`src/design/rfc_pkg.sv`:
```
// shared types, constants and crc function for the response frame checker
package rfc_pkg;

   localparam int SAMPLE_COUNT  = 1024;
   localparam int HEADER_WORDS  = 8;
   localparam int WORD_WIDTH    = 16;
   localparam int CRC_WIDTH     = 16;
   localparam int COUNT_WIDTH   = 32;
   localparam int FLAGS_WIDTH   = 6;
   localparam int POS_WIDTH     = 11;
   localparam int HDR_IDX_WIDTH = $clog2(HEADER_WORDS);
   localparam int RSP_TDATA_WIDTH = WORD_WIDTH + 2 + FLAGS_WIDTH + WORD_WIDTH + 4 * COUNT_WIDTH;

   localparam logic [POS_WIDTH-1:0] POS_HEADER_END  = POS_WIDTH'(HEADER_WORDS);
   localparam logic [POS_WIDTH-1:0] POS_LAST_STATUS = POS_WIDTH'(HEADER_WORDS);
   localparam logic [POS_WIDTH-1:0] POS_LAST_READ   = POS_WIDTH'(HEADER_WORDS + SAMPLE_COUNT);

   // header word slots
   localparam logic [HDR_IDX_WIDTH-1:0] HDR_SYNC     = HDR_IDX_WIDTH'(0);
   localparam logic [HDR_IDX_WIDTH-1:0] HDR_VERSION  = HDR_IDX_WIDTH'(1);
   localparam logic [HDR_IDX_WIDTH-1:0] HDR_FLAGS    = HDR_IDX_WIDTH'(2);
   localparam logic [HDR_IDX_WIDTH-1:0] HDR_FRAME_ID = HDR_IDX_WIDTH'(3);
   localparam logic [HDR_IDX_WIDTH-1:0] HDR_COUNT    = HDR_IDX_WIDTH'(5);
   localparam logic [HDR_IDX_WIDTH-1:0] HDR_OTR_LOW  = HDR_IDX_WIDTH'(6);
   localparam logic [HDR_IDX_WIDTH-1:0] HDR_OTR_HIGH = HDR_IDX_WIDTH'(7);

   localparam logic [WORD_WIDTH-1:0] SYNC_WORD    = 16'h5AA5;
   localparam logic [WORD_WIDTH-1:0] VERSION_WORD = 16'h0001;
   localparam logic [WORD_WIDTH-1:0] COUNT_WORD   = WORD_WIDTH'(SAMPLE_COUNT);
   localparam logic [CRC_WIDTH-1:0]  CRC_POLY     = 16'h1021;
   localparam logic [CRC_WIDTH-1:0]  CRC_INIT     = 16'hFFFF;

   typedef enum logic [1:0] {
      VERDICT_OK       = 2'd0,
      VERDICT_PROTOCOL = 2'd1,
      VERDICT_CRC      = 2'd2
   } verdict_type;

   typedef struct packed {
      logic [WORD_WIDTH-1:0] word;
      logic                  first;
   } item_type;

   typedef struct packed {
      logic signed [WORD_WIDTH-1:0] sample;
      logic                         sample_valid;
      logic                         frame_done;
      verdict_type                  verdict;
      logic [FLAGS_WIDTH-1:0]       status_flags;
      logic [WORD_WIDTH-1:0]        frame_number;
      logic [COUNT_WIDTH-1:0]       overrange_total;
      logic [COUNT_WIDTH-1:0]       good_total;
      logic [COUNT_WIDTH-1:0]       protocol_error_total;
      logic [COUNT_WIDTH-1:0]       crc_error_total;
   } result_type;

   typedef logic [CRC_WIDTH-1:0][CRC_WIDTH-1:0] crc_table_type;

   // a word-wide update depends only on crc ^ data, so it is linear in that
   // value: column i is the register after shifting in sixteen zero bits
   // from a one in bit i
   function automatic crc_table_type build_crc_columns();
      crc_table_type        columns;
      logic [CRC_WIDTH-1:0] c;
      for (int i = 0; i < CRC_WIDTH; i++) begin
         c = CRC_WIDTH'(1) << i;
         for (int k = 0; k < WORD_WIDTH; k++) begin
            if (c[CRC_WIDTH-1]) begin
               c = (c << 1) ^ CRC_POLY;
            end else begin
               c = c << 1;
            end
         end
         columns[i] = c;
      end
      return columns;
   endfunction

   localparam crc_table_type CRC_COLUMNS = build_crc_columns();

   function automatic logic [CRC_WIDTH-1:0] crc_update(input logic [CRC_WIDTH-1:0] crc,
                                                       input logic [WORD_WIDTH-1:0] data);
      logic [CRC_WIDTH-1:0] x;
      logic [CRC_WIDTH-1:0] acc;
      x   = crc ^ data;
      acc = '0;
      for (int i = 0; i < CRC_WIDTH; i++) begin
         if (x[i]) begin
            acc = acc ^ CRC_COLUMNS[i];
         end
      end
      return acc;
   endfunction

endpackage

```
`src/design/response_frame_checker_core.sv`:
```
// top level of the framed response checker: word stream in, sample and verdict stream out
//
//  channel  direction  handshake              payload
//  req      in         req_tvalid/req_tready  tdata: word; tuser: first
//  rsp      out        rsp_tvalid/rsp_tready  tdata: result fields; tuser: sample_valid;
//                                             tlast: frame_done
//  csr      in         csr_valid/csr_ready    csr_data: frame_mode
//
// one item per cycle sustained while rsp_tready stays high; the crc update is one xor network per word
// rsp_tvalid rises once an accepted item has passed the input register, then the result register
// synchronous reset restores all frame state and counters at once, no clearing pass
// req_tready drops only while both registers are full and rsp_tready is low
// csr writes are always taken and should land only while no item is in flight
module response_frame_checker_core import rfc_pkg::*; (
   input  logic                       clock,
   input  logic                       reset,
   // req_tdata: [15:0] word
   input  logic [WORD_WIDTH-1:0]      req_tdata,
   // req_tuser: [0] first
   input  logic [0:0]                 req_tuser,
   input  logic                       req_tvalid,
   output logic                       req_tready,
   // rsp_tdata: [15:0] sample, [17:16] verdict, [23:18] status_flags,
   // [39:24] frame_number, [71:40] overrange_total, [103:72] good_total,
   // [135:104] protocol_error_total, [167:136] crc_error_total
   output logic [RSP_TDATA_WIDTH-1:0] rsp_tdata,
   // rsp_tuser: [0] sample_valid
   output logic [0:0]                 rsp_tuser,
   output logic                       rsp_tlast,
   output logic                       rsp_tvalid,
   input  logic                       rsp_tready,
   input  logic                       csr_data,
   input  logic                       csr_valid,
   output logic                       csr_ready
);

   item_type   req_item;
   item_type   held_item;
   logic       held_valid;
   logic       can_load;
   logic       advance;
   result_type result_next;
   result_type rsp_result;

   assign req_item.word  = req_tdata;
   assign req_item.first = req_tuser[0];

   // an item moves to the result register whenever there is room for it
   assign advance   = held_valid && can_load;
   assign csr_ready = 1'b1;

   rfc_input_stage u_input (
      .clock      (clock),
      .reset      (reset),
      .in_valid   (req_tvalid),
      .in_item    (req_item),
      .advance    (advance),
      .in_ready   (req_tready),
      .held_valid (held_valid),
      .held_item  (held_item)
   );

   rfc_frame_engine u_engine (
      .clock      (clock),
      .reset      (reset),
      .advance    (advance),
      .item       (held_item),
      .mode_write (csr_valid && csr_ready),
      .mode_data  (csr_data),
      .result     (result_next)
   );

   rfc_output_stage u_output (
      .clock       (clock),
      .reset       (reset),
      .load        (advance),
      .result_next (result_next),
      .out_ready   (rsp_tready),
      .can_load    (can_load),
      .out_valid   (rsp_tvalid),
      .out_result  (rsp_result)
   );

   // sample in the lowest bits, counters on top
   assign rsp_tdata = {rsp_result.crc_error_total,
                       rsp_result.protocol_error_total,
                       rsp_result.good_total,
                       rsp_result.overrange_total,
                       rsp_result.frame_number,
                       rsp_result.status_flags,
                       logic'(rsp_result.verdict[1]), logic'(rsp_result.verdict[0]),
                       rsp_result.sample};
   assign rsp_tuser = rsp_result.sample_valid;
   assign rsp_tlast = rsp_result.frame_done;

endmodule

```
`src/design/rfc_input_stage.sv`:
```
// input register holding one accepted item
module rfc_input_stage import rfc_pkg::*; (
   input  logic     clock,
   input  logic     reset,
   input  logic     in_valid,
   input  item_type in_item,
   input  logic     advance,
   output logic     in_ready,
   output logic     held_valid,
   output item_type held_item
);

   logic     valid_ff, valid_in;
   item_type item_ff;

   assign in_ready = !valid_ff || advance;

   always_comb begin
      valid_in = valid_ff;
      if (in_valid && in_ready) begin
         valid_in = 1'b1;
      end else if (advance) begin
         valid_in = 1'b0;
      end
   end

   always_ff @(posedge clock) begin
      if (reset) begin
         valid_ff <= 1'b0;
      end else begin
         valid_ff <= valid_in;
      end
      if (in_valid && in_ready) begin
         item_ff <= in_item;
      end
   end

   assign held_valid = valid_ff;
   assign held_item  = item_ff;

endmodule

```
`src/design/rfc_frame_engine.sv`:
```
// frame tracking, header checks, crc and counters for one word per cycle while advance is high
module rfc_frame_engine import rfc_pkg::*; (
   input  logic       clock,
   input  logic       reset,
   input  logic       advance,
   input  item_type   item,
   input  logic       mode_write,
   input  logic       mode_data,
   output result_type result
);

   logic                   frame_mode_ff;
   logic [POS_WIDTH-1:0]   pos_ff, pos_in;
   logic [CRC_WIDTH-1:0]   crc_ff, crc_in;
   logic                   mismatch_ff, mismatch_in;
   logic [FLAGS_WIDTH-1:0] pend_flags_ff, pend_flags_in;
   logic [WORD_WIDTH-1:0]  pend_id_ff, pend_id_in;
   logic [COUNT_WIDTH-1:0] pend_otr_ff, pend_otr_in;
   logic [COUNT_WIDTH-1:0] good_ff, good_in;
   logic [COUNT_WIDTH-1:0] proto_ff, proto_in;
   logic [COUNT_WIDTH-1:0] crcerr_ff, crcerr_in;
   logic [FLAGS_WIDTH-1:0] lat_flags_ff, lat_flags_in;
   logic [WORD_WIDTH-1:0]  lat_id_ff, lat_id_in;
   logic [COUNT_WIDTH-1:0] lat_otr_ff, lat_otr_in;

   logic [POS_WIDTH-1:0]   pos_eff;
   logic [CRC_WIDTH-1:0]   crc_eff;
   logic                   mismatch_eff;
   logic [POS_WIDTH-1:0]   last_pos;

   always_comb begin
      // a first mark restarts the frame
      pos_eff      = item.first ? '0 : pos_ff;
      crc_eff      = item.first ? CRC_INIT : crc_ff;
      mismatch_eff = item.first ? 1'b0 : mismatch_ff;
      last_pos     = frame_mode_ff ? POS_LAST_READ : POS_LAST_STATUS;

      pos_in        = pos_eff;
      crc_in        = crc_eff;
      mismatch_in   = mismatch_eff;
      pend_flags_in = pend_flags_ff;
      pend_id_in    = pend_id_ff;
      pend_otr_in   = pend_otr_ff;
      good_in       = good_ff;
      proto_in      = proto_ff;
      crcerr_in     = crcerr_ff;
      lat_flags_in  = lat_flags_ff;
      lat_id_in     = lat_id_ff;
      lat_otr_in    = lat_otr_ff;

      result.sample       = '0;
      result.sample_valid = 1'b0;
      result.frame_done   = 1'b0;
      result.verdict      = VERDICT_OK;

      if (pos_eff >= last_pos) begin
         // crc word: protocol errors win over crc errors
         result.frame_done = 1'b1;
         if (mismatch_eff) begin
            result.verdict = VERDICT_PROTOCOL;
            proto_in       = proto_ff + COUNT_WIDTH'(1);
         end else if (crc_eff != item.word) begin
            result.verdict = VERDICT_CRC;
            crcerr_in      = crcerr_ff + COUNT_WIDTH'(1);
         end else begin
            lat_id_in  = pend_id_ff;
            lat_otr_in = pend_otr_ff;
            if (frame_mode_ff) begin
               good_in = good_ff + COUNT_WIDTH'(1);
            end else begin
               lat_flags_in = pend_flags_ff;
            end
         end
         pos_in      = '0;
         crc_in      = CRC_INIT;
         mismatch_in = 1'b0;
      end else begin
         crc_in = crc_update(crc_eff, item.word);
         pos_in = pos_eff + POS_WIDTH'(1);
         if (pos_eff >= POS_HEADER_END) begin
            result.sample       = signed'(item.word);
            result.sample_valid = 1'b1;
         end else begin
            case (pos_eff[HDR_IDX_WIDTH-1:0])
               HDR_SYNC: begin
                  if (item.word != SYNC_WORD) mismatch_in = 1'b1;
               end
               HDR_VERSION: begin
                  if (item.word != VERSION_WORD) mismatch_in = 1'b1;
               end
               HDR_FLAGS: begin
                  pend_flags_in = {item.word[6], item.word[4:0]};
               end
               HDR_FRAME_ID: begin
                  pend_id_in = item.word;
               end
               HDR_COUNT: begin
                  if (frame_mode_ff && item.word != COUNT_WORD) mismatch_in = 1'b1;
               end
               HDR_OTR_LOW: begin
                  pend_otr_in = {pend_otr_ff[COUNT_WIDTH-1:WORD_WIDTH], item.word};
               end
               HDR_OTR_HIGH: begin
                  pend_otr_in = {item.word, pend_otr_ff[WORD_WIDTH-1:0]};
               end
               default: begin
               end
            endcase
         end
      end

      result.status_flags         = lat_flags_in;
      result.frame_number         = lat_id_in;
      result.overrange_total      = lat_otr_in;
      result.good_total           = good_in;
      result.protocol_error_total = proto_in;
      result.crc_error_total      = crcerr_in;
   end

   always_ff @(posedge clock) begin
      if (reset) begin
         frame_mode_ff <= 1'b0;
         pos_ff        <= '0;
         crc_ff        <= CRC_INIT;
         mismatch_ff   <= 1'b0;
         pend_flags_ff <= '0;
         pend_id_ff    <= '0;
         pend_otr_ff   <= '0;
         good_ff       <= '0;
         proto_ff      <= '0;
         crcerr_ff     <= '0;
         lat_flags_ff  <= '0;
         lat_id_ff     <= '0;
         lat_otr_ff    <= '0;
      end else begin
         if (mode_write) begin
            frame_mode_ff <= mode_data;
         end
         if (advance) begin
            pos_ff        <= pos_in;
            crc_ff        <= crc_in;
            mismatch_ff   <= mismatch_in;
            pend_flags_ff <= pend_flags_in;
            pend_id_ff    <= pend_id_in;
            pend_otr_ff   <= pend_otr_in;
            good_ff       <= good_in;
            proto_ff      <= proto_in;
            crcerr_ff     <= crcerr_in;
            lat_flags_ff  <= lat_flags_in;
            lat_id_ff     <= lat_id_in;
            lat_otr_ff    <= lat_otr_in;
         end
      end
   end

endmodule

```
`src/design/rfc_output_stage.sv`:
```
// result register toward the response channel
module rfc_output_stage import rfc_pkg::*; (
   input  logic       clock,
   input  logic       reset,
   input  logic       load,
   input  result_type result_next,
   input  logic       out_ready,
   output logic       can_load,
   output logic       out_valid,
   output result_type out_result
);

   logic       valid_ff, valid_in;
   result_type result_ff;

   assign can_load = !valid_ff || out_ready;

   always_comb begin
      valid_in = valid_ff;
      if (load) begin
         valid_in = 1'b1;
      end else if (out_ready) begin
         valid_in = 1'b0;
      end
   end

   always_ff @(posedge clock) begin
      if (reset) begin
         valid_ff <= 1'b0;
      end else begin
         valid_ff <= valid_in;
      end
      if (load) begin
         result_ff <= result_next;
      end
   end

   assign out_valid  = valid_ff;
   assign out_result = result_ff;

endmodule

```
`config.mk`:
```
export PLATFORM = sky130hd
export DESIGN_NAME = response_frame_checker_core
export DESIGN_NICKNAME = d
export VERILOG_FILES = /design/src/design/rfc_pkg.sv /design/src/design/response_frame_checker_core.sv /design/src/design/rfc_input_stage.sv /design/src/design/rfc_frame_engine.sv /design/src/design/rfc_output_stage.sv
export SDC_FILE = /design/constraint.sdc
export NUM_CORES = 1
export LEC_CHECK = 0
export BUFFER_PORTS_ARGS = -buffer_cell sky130_fd_sc_hd__clkbuf_2
export CORE_MARGIN = 2
export CORE_UTILIZATION = 60
export DETAILED_ROUTE_END_ITERATION = 10
export PLACE_DENSITY = 0.85
export SYNTH_ARGS = -nofsm -noshare
export SYNTH_HDL_FRONTEND = slang
export SYNTH_SLANG_ARGS = --single-unit
```
`constraint.sdc`:
```
create_clock -name clock -period 22.7 [get_ports clock]
set_clock_uncertainty 0.2 [all_clocks]
set_input_delay 2.27 -clock clock [delete_from_list [all_inputs] [get_ports clock]]
set_output_delay 2.27 -clock clock [all_outputs]
set_load 0.1 [all_outputs]
```
Word level (Yosys, flattened, before mapping)
Index checks and enable logic that the tools add are counted.
Word-level totals
  bits in registers: 422
  input port bits: 23
  output and inout bits: 173
Cells by class
  add/subtract/negate cells: 4
  order comparisons: 2
  equality and inequality tests: 10
  multiplexer cells: 71
  bitwise operators: 20
  reduce and logical (&&, ||, !) cells: 16
Operator list (count)
  two-way mux 16 bit: 24
  two-way mux 32 bit: 12
  adder 32 x 1 -> 32 bit, second input constant: 3
  case mux 32 bit (2 select lines): 1
  NOT 7 bit: 8
  two-way mux 15 bit: 3
  two-way mux 11 bit: 4
  two-way mux 14 bit: 3
  two-way mux 13 bit: 3
  two-way mux 6 bit: 4
  NOT 5 bit: 4
  inequality test 16 x 1 -> 1 bit, second input constant: 1
  inequality test 16 x 11 -> 1 bit, second input constant: 1
  inequality test 16 x 15 -> 1 bit, second input constant: 1
  inequality test 16 bit: 1
  bitwise XOR 16 bit: 1
  two-way mux 12 bit: 1
  adder 11 x 1 -> 11 bit, second input constant: 1
  >= comparator 11 bit: 1
  >= comparator 11 x 4 -> 1 bit, second input constant: 1
  two-way mux 1 bit: 11
  two-way mux 10 bit: 1
  AND reduction 5 bit: 2
  equality test 3 bit, second input constant: 3
  other kinds (14): 28

Longest topological paths before layout
Gate-level depths: netlist of run 1.
  depth in word-level cells: 49
  depth in mapped cells: 14

Cells and area by module
From an unflattened synthesis of run 1, not the netlist that was laid out.
Unflattened totals
  cells, all modules: 1883
  area total of the unflattened synthesis: 19433.6 um^2
By module, submodules not included
  rfc_frame_engine: instances 1, cells each 1684, area each 13699.4 um^2, seq. area each 4664.5 um^2
  rfc_output_stage: instances 1, cells each 174, area each 5151.2 um^2, seq. area each 5124.9 um^2
  rfc_input_stage: instances 1, cells each 22, area each 565.5 um^2, seq. area each 530.5 um^2
  response_frame_checker_core: instances 1, cells each 3, area each 17.5 um^2, seq. area each 0.0 um^2

Least setup slack after synthesis of run 1
Ideal clock, no wire load.
  path type: input -> register
  start: input rsp_tready
  end: register u_engine.pos_ff[5]
  setup time: 0.128 ns
  data arrival time: 8.692 ns
  required time: 22.372 ns
  setup slack: 13.681 ns
  stages on the path: 9
  buffers on the path: 3
  cell sequence: nor2b_1 -> nand2b_1 -> clkbuf_1 -> clkinv_1 -> clkbuf_1 -> buf_1 -> o21ai_0 -> a21oi_1 -> nor2_1
Between the ends
  longest elaborated chain between the ends: 2
Ends and longest elaborated chain
  start: declaration: RTL line response_frame_checker_core.sv:31  | input logic rsp_tready,
  logical OR 1 bit: RTL line rfc_output_stage.sv:16  | assign can_load = !valid_ff || out_ready;
  logical AND 1 bit: RTL line response_frame_checker_core.sv:49  | assign advance = held_valid && can_load;
  via advance: RTL line response_frame_checker_core.sv:41  | logic advance;
  end signal: assignment: RTL line rfc_frame_engine.sv:140  | pos_ff <= pos_in;
  end: declaration: RTL line rfc_frame_engine.sv:13  | logic [POS_WIDTH-1:0] pos_ff, pos_in;
The timed path passes the listed nets, and every way through them passes these cells.
A chain may end at the register's enable or synchronous reset.

Worst setup path in the final report of run 1
  start: input rsp_tready
  end: output req_tready
Between the ends
  longest elaborated chain between the ends: 3
Ends and longest elaborated chain
  logical OR 1 bit: RTL line rfc_output_stage.sv:16
  logical AND 1 bit: RTL line response_frame_checker_core.sv:49
  logical OR 1 bit: RTL line rfc_input_stage.sv:16  | assign in_ready = !valid_ff || advance;
  end: declaration: RTL line response_frame_checker_core.sv:22  | output logic req_tready,
No other way between the ends.

==> metrics.md, run 1 <==
| Metric | Value |
|---|---|
| Pins Over Slew Limit | 0 |
| Post-CTS Hold Fix Bufs | 0 |
| Fmax | between 0.15 and 0.2 GHz |
| Worst Setup End Kind | output pin |
| Layout cell share with drive strength beyond 1 | between 15 and 20% |
| Initial antenna violation count | 0 |
| Die Y-Extent | 182 µm |
| TritonCTS clock tree | built |
| Nets | between 2000 and 2500 |
| Num CTS Buffers | between 40 and 50 |
| Post-DP Area | approximately 0.020 mm² |
| # rows | 65 |
| Gate Count Post-Synth | about 1900 |
| Clock transition at path regs | 0.06 ns |
| Leakage power | around 7.7 nW |
| Via density | between 6 and 7 |
| CP Launch Type | primary input |
| Setup TNS Final | 0 ns |
| Later-pin clock latency in the skew report | between 0.5 and 0.6 ns |
| Placed insts | around 2400 |
| Input/output buffers | between 150 and 200 |
| Post-DP HPWL | 28500 µm |
| Die Width | 182 µm |
| Post-synth cell types | 71 |
| Max-cap check violation count | 0 |
| Sequential-to-total area share from yosys stat | a little over half |
| Area Overhead vs Synth | 13.0% |
| Peak supply drop | roughly 0.000069 V |
| Crit path arrival time | about 3.1 ns |
| Pre-Repair DR Iteration Count | 7 |
| Core area | 0.0314 mm² |
| GPL Wtd Cong | about 0.90 |
| ANT nets after route | 0 |
| Hold slack final | 0.250 ns |
| Final Critical Period | about 5.5 ns |
| Largest net degree at the start of global routing | 134 |
| CTS HTree Levels | 2 |
| Post-route clock period utilization | 24.4% |
| GR Overflow Total | 0 |
| DRT Wirelength | 44900 µm |
| Vias in the first global route | 14300 |
| Post-CTS Setup Repair Bufs | 0 |
| Post-synthesis cell area | 0.0191 mm² |
| Synthesized area per cell | 10.1 µm² |
| Synth top area share | between 20 and 30% |
| Hold Crit Class | reg2reg |
| Power per cell area | between 80 and 90 mW/mm² |
| Hold Violations, Final | 0 |
| Antenna Cells | 0 |
| Warnings from Yosys | 0 |
| Worst-Margin Slew | roughly 1.1 ns |
| Number of gates resized after CTS | 0 |
| Place WS | between 15 and 20 ns |
| Avg WL per Cell | about 18 µm |
| Drt initial violations | around 1300 |
| Die area | ~0.033 mm² |
| First-pass GRT wire length | about 72000 µm |
| CTS max path bufs | 3 |
| Min-Delay Path Depth | 2 |
| CP required | between 20 and 25 ns |
| RSZ-0062 raised after global routing | no |
| Clock tree sinks | 422 |
| CP Class | in2out |
| Worst reg2reg path depth | 7 |
| Finished Cell Area | around 0.022 mm² |
| DRC | 0 |
| Fin cells | 2451 |
| Status | complete, no violations |
| Root Driver | clkbuf_16 |
| Via count | approximately 15000 |
| Initial Util | 60.7% |
| Post-synth EDFFs | roughly 190 |
| Critical-path maximum fanout | 4 |
| Async set or reset register ratio after synthesis | 0% |
| Leading area contributor after synthesis | edfxtp_1 |
| Synth top area cells | edfxtp_1 (29%), dfxtp_1 (25%), xnor2_1 (5.5%), nand2_1 (4.8%), a21oi_1 (4.3%) |
| Max-slew headroom | 26.1% |
| Min setup slack post-route | about 17 ns |
| Post-synthesis register bit count | about 420 |
| Pwr Total | between 1.5 and 2 mW |
| Post-synth top flop | dfxtp_1 |
| Final-report setup violation count | 0 |
| GRT Util Overall | a little over a quarter |
| Syn_nets | around 1900 |
| Fin util | about two thirds |
| # IOs | slightly below 200 |
power by group:
part | total [mW] | internal (mW) | switching [mW]
clock network | 0.712 | 0.419 | 0.293
logic | 0.205 | 0.0454 | 0.160
registers | 0.834 | 0.812 | 0.0215
total | 1.75 | 1.28 | 0.474
placed cells by master, fill, tap and decap left out, types with 6 or more instances in the layout:
cell / Yosys / routed
mux2_2: 59 / 59
nor3_1: 30 / 30
bufinv_16: 0 / 6
clkbuf_2: 0 / 193
a211oi_1: 10 / 9
or4_1: 23 / 23
clkbuf_16: 0 / 42
o21ai_0: 56 / 56
o22ai_1: 6 / 6
nand3_1: 74 / 74
nand4_1: 32 / 32
ha_1: 10 / 10
dfxtp_1: 235 / 235
nor4_1: 17 / 17
nor2b_1: 9 / 9
clkinv_2: 0 / 9
xnor2_1: 120 / 120
and2_1: 11 / 11
nand2_1: 246 / 246
or3_1: 50 / 50
o31ai_1: 14 / 14
nand2b_1: 21 / 20
xor2_1: 80 / 80
clkinv_1: 1 / 7
buf_4: 2 / 13
edfxtp_1: 187 / 187
and4_1: 6 / 6
and3_1: 34 / 34
a21oi_1: 162 / 162
inv_1: 19 / 19
nor2_1: 156 / 156
mux2i_1: 30 / 30
routing by layer:
| layer | wire (µm) | global-route usage (%) |
|---|---|---|
| met3 | 2970 | 3.91 |
| met2 | 21800 | 44.9 |
| met4 | 1560 | 11.5 |
| met5 | 0 | 0 |
| met1 | 18500 | 34.8 |
kinds of logic after synthesis:
| group | Yosys count | share of synthesized area, % |
|---|---|---|
| buffers and inverters | 150 | 3.34 |
| adder cells (fa/ha/maj) | 10 | 0.657 |
| AND/OR/NAND/NOR | 738 | 18.9 |
| flip-flops | 422 | 54.2 |
| AO/OA/AOI/OAI | 282 | 8.42 |
| multiplexers | 89 | 5.06 |
| other | 1 | 0.0197 |
| XOR/XNOR | 202 | 9.43 |
state kept, by name, indices dropped and copies added, names as in the netlist:
signal                  flops
u_output.out_result       170
u_engine.crcerr_ff         32
u_engine.good_ff           32
u_engine.lat_otr_ff        32
u_engine.pend_otr_ff       32
u_engine.proto_ff          32
u_input.held_item          17
u_engine.crc_ff            16
u_engine.lat_id_ff         16
u_engine.pend_id_ff        16
u_engine.pos_ff            11
u_engine.lat_flags_ff       6
u_engine.pend_flags_ff      6
u_engine.frame_mode_ff      1
u_engine.mismatch_ff        1
u_input.held_valid          1
u_output.out_valid          1
worst paths after layout:
| path | to | slack, ns | from |
|---|---|---|---|
| setup / recovery | req_tready | 17.16 | rsp_tready |
| hold / removal | u_engine.lat_id_ff[9]$_SDFFE_PP0P_ | 0.25 | u_engine.lat_id_ff[9]$_SDFFE_PP0P_ |
| setup reg to reg | u_output.out_result[74]$_DFFE_PP_ | 18.59 | u_input.held_item[11]$_DFFE_PP_ |
| hold reg to reg | u_engine.lat_id_ff[9]$_SDFFE_PP0P_ | 0.25 | u_engine.lat_id_ff[9]$_SDFFE_PP0P_ |
Yosys cell counts, drive strengths merged (2+ instances only):
master   number
inv          20
a31oi         3
and4          6
ha           10
o41ai         3
a21oi       162
a2111oi       3
nor2b         9
edfxtp      187
dfxtp       235
nand4b        2
nand4        32
mux2         59
nand2b       21
and2         12
nor2        160
and3         34
o211ai        4
mux2i        30
nand3        77
a211o         4
xor2         80
o21ai        59
or3          50
xnor2       120
buf          50
a221oi        2
nor3b         5
o22ai         6
o31ai        14
a211oi       10
or4          25
nand2       246
o22a          2
nor4         17
or2           3
xnor3         2
nor3         33
clkbuf       79
a32oi         2
area by class of cell:
type	count	area [µm²]
well taps	402	503
fillers	2339	9860
repair buffers	207	1070
flip-flops and latches	422	10300
multi-input cells	1322	8120
clock buffers	47	1100
inverters	21	86.3
clock inverters	30	323
worst max-delay path, cell delays in order:
cell,delay [ns]
clkbuf_2,0.08
nor2b_1,0.24
nand2_1,0.10
clkbuf_2,0.38
Note: power is estimated with default switching activity, not from simulation.
==> run 2: changes to the inputs <==
CORE_UTILIZATION = 53   (was 60)
PLACE_DENSITY = 0.8   (was 0.85)
clock period = 5 ns   (was 22.7 ns; I/O delays follow)
==> metrics.md, run 2 (synthesis gave the netlist of run 1 again) <==
| Metric | Value |
|---|---|
| Status | complete, no violations |
| GPL Wtd Cong | 0.876 (-2.2%) |
| Power per cell area | 367 mW/mm² (+350%) |
| DRC | 0 (unchanged) |
| Post-route clock period utilization | 75.8% |
| # IOs | 196 (unchanged) |
| Via density | 5.78 (-3.7%) |
| Input/output buffers | 194 (unchanged) |
| Peak supply drop | 0.000303 V (+340%) |
| Number of gates resized after CTS | 0 (unchanged) |
| RSZ-0062 raised after global routing | no |
| GR Overflow Total | 0 (unchanged) |
| CTS HTree Levels | 2 (unchanged) |
| Largest net degree at the start of global routing | 122 (-9.0%) |
| Root Driver | clkbuf_16 |
| Leakage power | 7.84 nW (+2.4%) |
| Fmax | 0.264 GHz |
| NetSw | 2.23 mW (+370%) |
| FF-to-FF End | u_output.out_result[123]$_DFFE_PP_ |
| Pre-Repair DR Iteration Count | 5 (-2) |
| TritonCTS clock tree | built |
| Worst-Margin Slew | 1.16 ns (+0.0522 ns) |
| Critical-path maximum fanout | 48 (+44) |
| Initial Util | 53.7% (-7.0 points) |
| Later-pin clock latency in the skew report | 0.57 ns (+0.02 ns) |
| Placed insts | 2445 (+3.0%) |
| CTS max path bufs | 3 (unchanged) |
| Num CTS Buffers | 44 (+4.8%) |
| Setup TNS Final | 0 ns (unchanged) |
| Die Y-Extent | 194 µm (+6.3%) |
| Max-slew headroom | 22.5% (-3.6 points) |
| Combinational share of power | 12.0% (+0.3 points) |
| Most frequent cells in the layout | nand2_1 (246), dfxtp_1 (235), clkbuf_2 (193) |
| Vias in the first global route | 14100 (-1.3%) |
| Clock tree sinks | 422 (unchanged) |
| Nets | 2083 (+1.7%) |
| Final-report setup violation count | 0 (unchanged) |
| ANT nets after route | 0 (unchanged) |
| Place WS | 1.29 ns (-15.93 ns) |
| Critical Path Source | u_input.held_item[0]$_DFFE_PP_ |
| Drt initial violations | 1201 (-8.5%) |
| Initial antenna violation count | 0 (unchanged) |
| CP Class | reg2reg |
| CP required | 5.11 ns (-15.12 ns) |
| # fillers | 2914 (+25%) |
| Hold Violations, Final | 0 (unchanged) |
| Post-CTS Hold Fix Bufs | 20 (+20) |
| Commonest non-fill, non-tap cell in the layout | nand2_1 |
| Beginning of the worst register-to-register path | u_input.held_item[0]$_DFFE_PP_ |
| Hold Crit Class | in2reg |
| Layout cell share with drive strength beyond 1 | 18.1% (+0.46 points) |
| Post-DP HPWL | 29900 µm (+4.9%) |
| Fin cells | 2546 (+3.9%) |
| Seq pwr share | 46.9% (-0.7 points) |
| Pwr Total | 8.06 mW (+360%) |
| CP Launch Type | register |
| DRT Wirelength | 47300 µm (+5.2%) |
| Die Width | 194 µm (+6.3%) |
| Largest register FFs | 170 (unchanged) |
| Min setup slack post-route | 1.21 ns (-15.95 ns) |
| Hold slack final | 0.0489 ns (-0.201 ns) |
| Post-CTS Setup Repair Bufs | 0 (unchanged) |
| Power Internal | 5.84 mW (+360%) |
| Area Overhead vs Synth | 15.3% |
| Avg WL per Cell | 18.6 µm (+1.3%) |
| Worst R2R Setup Slack | 1.21 ns (-17.38 ns) |
| # rows | 69 (+6.2%) |
| Setup crit end | u_output.out_result[123]$_DFFE_PP_ |
| Worst Setup End Kind | register |
| Clock transition at path regs | 0.07 ns (about the same) |
| Antenna Cells | 0 (unchanged) |
| Pins Over Slew Limit | 0 (unchanged) |
| Via count | 14700 (+0.014%) |
| Core area | 0.0355 mm² (+13%) |
| Worst reg2reg path depth | 9 (+2) |
| Final Critical Period | ~3.8 ns |
| Max-cap check violation count | 0 (unchanged) |
| First-pass GRT wire length | 74500 µm (+3.3%) |
| Crit path arrival time | 3.90 ns (+0.83 ns) |
| Clock Power Share | 41.2% (+0.6 points) |
| Sw frac | 27.6% (+0.54 points) |
| GRT Util Overall | 24.6% (-2.1 points) |
| Die area | 0.0375 mm² (+13%) |
## run 2: through the flow
step	util [%]	cell area, µm²
after CTS	61.9	22000
after detailed placement	57.2	20300
after global placement	57.2	20300
after global routing	61.9	22000
final	61.9	22000
after floorplan	-	19100
## run 2: how the worst min path moves through the flow
stage / startpoint / end / slack [ns] / cells past startpoint
4_1_cts: rsp_tready / u_output.out_valid$_SDFFE_PP0P_ / 0.02 / 4
2_1_floorplan: u_engine.lat_id_ff[0]$_SDFFE_PP0P_ / u_engine.lat_id_ff[0]$_SDFFE_PP0P_ / 0.23 / 2
5_1_grt: rsp_tready / u_output.out_valid$_SDFFE_PP0P_ / 0.08 / 4
3_5_place_dp: u_engine.lat_otr_ff[18]$_SDFFE_PP0P_ / u_engine.lat_otr_ff[18]$_SDFFE_PP0P_ / 0.24 / 2
3_3_place_gp: u_engine.lat_id_ff[11]$_SDFFE_PP0P_ / u_engine.lat_id_ff[11]$_SDFFE_PP0P_ / 0.23 / 2
6_report: rsp_tready / u_output.out_valid$_SDFFE_PP0P_ / 0.05 / 4
## run 2: cell type report
class | instances | area, µm² | area share [%]
Timing Repair Buffer | 239 | 1390 | 6.33
Sequential cell | 422 | 10300 | 47.0
Tap cell | 461 | 577 | 2.63
Inverter | 21 | 86.3 | 0.393
Clock inverter | 28 | 277 | 1.26
Clock buffer | 53 | 1200 | 5.45
Multi-Input combinational cell | 1322 | 8120 | 37.0
## run 2: power by group through the flow
| stage | Combinational, mW | Clock (mW) | Sequential (mW) |
|---|---|---|---|
| 5_1_grt | 1.01 | 3.51 | 3.79 |
| 3_3_place_gp | 0.947 | 0 | 3.85 |
| 4_1_cts | 0.967 | 3.37 | 3.78 |
| 6_report | 0.966 | 3.32 | 3.78 |
| 3_5_place_dp | 0.951 | 0 | 3.85 |
| 2_1_floorplan | 0.365 | 0 | 4.27 |
## run 2: per-layer routing
metal	GRT usage, %	vias to the layer above	wire, µm
met5	0	-	0
met4	9.44	0	1450
met3	5.76	99	3460
met2	40.8	516	22900
met1	31.4	7143	19500
li1	-	6966	-
## run 2: worst max-delay path, stage by stage, from the launching register on
cell      delay [ns]
edfxtp_1        0.59
buf_4           0.29
or3_1           0.31
a211oi_1        0.24
o22a_1          0.18
and4_1          0.22
buf_4           0.24
nand3_2         0.34
buf_4           0.47
mux2_2          0.38
==> run 3: changes to the inputs <==
CORE_UTILIZATION = 59   (was 53)
PLACE_DENSITY = 0.84   (was 0.8)
clock period = 3.5 ns   (was 5 ns; I/O delays follow)
==> metrics.md, run 3 (synthesis gave the netlist of run 1 again) <==
| Metric | Value |
|---|---|
| Status | complete, no violations |
| Number of gates resized after CTS | 0 (unchanged) |
| Worst reg2reg path depth | 8 (-1) |
| Final Critical Period | 3.27 ns (-0.523 ns) |
| GR Overflow Total | 0 (unchanged) |
| Fin util | 69.7% (+7.8 points) |
| Beginning of the worst register-to-register path | u_input.held_item[0]$_DFFE_PP_ |
| Core area | 0.0317 mm² (-11%) |
| CP Launch Type | register |
| Worst R2R Setup Slack | 0.23 ns (-0.98 ns) |
| Nets | 2119 (+1.7%) |
| Largest register FFs | 170 (unchanged) |
| Post-DP HPWL | 30200 µm (+0.94%) |
| FF-to-FF End | u_output.out_result[140]$_DFFE_PP_ |
| Via count | 14900 (+1.4%) |
| Max-slew headroom | 38.0% (+16 points) |
| Vias in the first global route | 14000 (-0.43%) |
| # IOs | 196 (unchanged) |
| GPL Wtd Cong | 0.900 (+2.8%) |
| Min-Delay Path Depth | 2 (-2) |
| GRT Util Overall | 27.2% (+2.6 points) |
| Peak supply drop | 0.000426 V (+40%) |
| Fin cells | 2523 (-0.90%) |
| Setup TNS Final | 0 ns (unchanged) |
| ANT nets after route | 0 (unchanged) |
| Place WS | 0.217 ns (-1.07 ns) |
| Num CTS Buffers | 44 (unchanged) |
| Leakage power | 7.97 nW (+1.7%) |
| Hold Violations, Final | 0 (unchanged) |
| Worst Setup End Kind | register |
| Crit path arrival time | 3.37 ns (-0.53 ns) |
| CTS max path bufs | 3 (unchanged) |
| Finished Cell Area | 0.0221 mm² (+0.69%) |
| DRC | 0 (unchanged) |
| Initial Util | 60.1% (+6.4 points) |
| Die Y-Extent | 184 µm (-5.1%) |
| Largest net degree at the start of global routing | 122 (unchanged) |
| Avg WL per Cell | 18.4 µm (-1.0%) |
| Commonest non-fill, non-tap cell in the layout | nand2_1 |
| Layout cell share with drive strength beyond 1 | 19.0% (+0.92 points) |
| Final-report setup violation count | 0 (unchanged) |
| Antenna Cells | 0 (unchanged) |
| Setup crit end | u_output.out_result[140]$_DFFE_PP_ |
| Post-DP Area | 0.0205 mm² (+1.2%) |
| CP Class | reg2reg |
| Min setup slack post-route | 0.232 ns (-0.977 ns) |
| Hold Crit Class | in2reg |
| Power per cell area | 507 mW/mm² (+38%) |
| Fmax | 0.306 GHz (+16%) |
| Via density | 5.92 (+2.4%) |
| Clock transition at path regs | 0.06 ns (about the same) |
| Critical Path Source | u_input.held_item[0]$_DFFE_PP_ |
| CP required | 3.60 ns (-1.51 ns) |
| Die area | 0.0338 mm² (-10%) |
| Area Overhead vs Synth | 16.1% |
| First-pass GRT wire length | 73400 µm (-1.4%) |
| Input/output buffers | 194 (unchanged) |
| Pins Over Slew Limit | 0 (unchanged) |
| Post-route clock period utilization | 93.4% (+18 points) |
| Initial antenna violation count | 0 (unchanged) |
| DRT Wirelength | 46400 µm (-1.9%) |
| Worst-Margin Slew | 0.930 ns (-0.231 ns) |
| Clock tree sinks | 422 (unchanged) |
| Die Width | 184 µm (-5.1%) |
| # rows | 65 (-5.8%) |
| Root Driver | clkbuf_16 |
| Drt initial violations | 1425 (+19%) |
| Later-pin clock latency in the skew report | 0.56 ns (about the same) |
| Critical-path maximum fanout | 24 (-50%) |
| RSZ-0062 raised after global routing | no |
| CTS HTree Levels | 2 (unchanged) |
| Most frequent cells in the layout | nand2_1 (246), dfxtp_1 (235), clkbuf_2 (193) |
| Placed insts | 2419 (-1.1%) |
| Pre-Repair DR Iteration Count | 6 (+1) |
| Max-cap check violation count | 0 (unchanged) |
| TritonCTS clock tree | built |
==> run 3: changes by cell type in the layout (fill, tap and decap cells not counted), moves of 2 or more <==
cell | before | now
clkbuf_1 | 4 | 14
clkinv_2 | 12 | 9
bufinv_16 | 4 | 1
buf_4 | 23 | 52
buf_12 | 2 | 8
clkbuf_8 | 4 | 2
==> run 3: where the power goes <==
| group | internal [mW] | switching (mW) | total, mW |
|---|---|---|---|
| clock network | 2.47 | 1.92 | 4.38 |
| registers | 5.27 | 0.0989 | 5.37 |
| logic | 0.343 | 1.11 | 1.45 |
| total | 8.08 | 3.12 | 11.2 |
==> run 3: worst min-delay path by stage <==
stage	startpoint	to	slack, ns
2_1_floorplan	u_engine.lat_id_ff[0]$_SDFFE_PP0P_	u_engine.lat_id_ff[0]$_SDFFE_PP0P_	0.23
3_3_place_gp	u_engine.lat_otr_ff[21]$_SDFFE_PP0P_	u_engine.lat_otr_ff[21]$_SDFFE_PP0P_	0.23
3_5_place_dp	u_engine.lat_otr_ff[13]$_SDFFE_PP0P_	u_engine.lat_otr_ff[13]$_SDFFE_PP0P_	0.24
4_1_cts	reset	u_engine.pend_flags_ff[5]$_SDFFE_PP0P_	0.15
5_1_grt	reset	u_engine.pend_otr_ff[4]$_SDFFE_PP0P_	0.19
6_report	reset	u_output.out_valid$_SDFFE_PP0P_	0.17
==> run 3: area by class of cell <==
type	count	area, µm²
inverters	21	86.3
fillers	2325	9600
multi-input cells	1322	8120
repair buffers	275	1740
clock buffers	60	1180
well taps	402	503
clock inverters	21	169
flip-flops and latches	422	10300
==> run 3: worst max-delay path, cell delays in order, from the launching register on <==
cell and delay (ns):
edfxtp_1 0.46, buf_12 0.20, nor3_1 0.18, o211ai_1 0.12, a32oi_1 0.37, and4_1 0.43
nand3_2 0.40, buf_4 0.35, mux2_2 0.29
==> run 3: stage by stage <==
step           power (mW)  hold slack, ns
6_report             11.2           0.167
3_5_place_dp         6.89           0.243
5_1_grt              11.6           0.194
2_1_floorplan        6.61           0.228
3_3_place_gp         6.89           0.234
4_1_cts              11.3           0.155
==> run 3: what timing repair did <==
action,4_1_cts,5_1_grt
endpoints found under the setup margin,0,5
hold endpoints to repair,20,0
setup buffers,0,2
hold buffers,21,0
==> run 3: per-layer routing <==
metal	up-vias	global-route usage, %	share of wire (%)
met3	112	3.96	6.8
met1	7180	37.3	43
met2	597	43.8	47
li1	7045	-	-
met4	0	10.7	3.4
met5	-	0	0
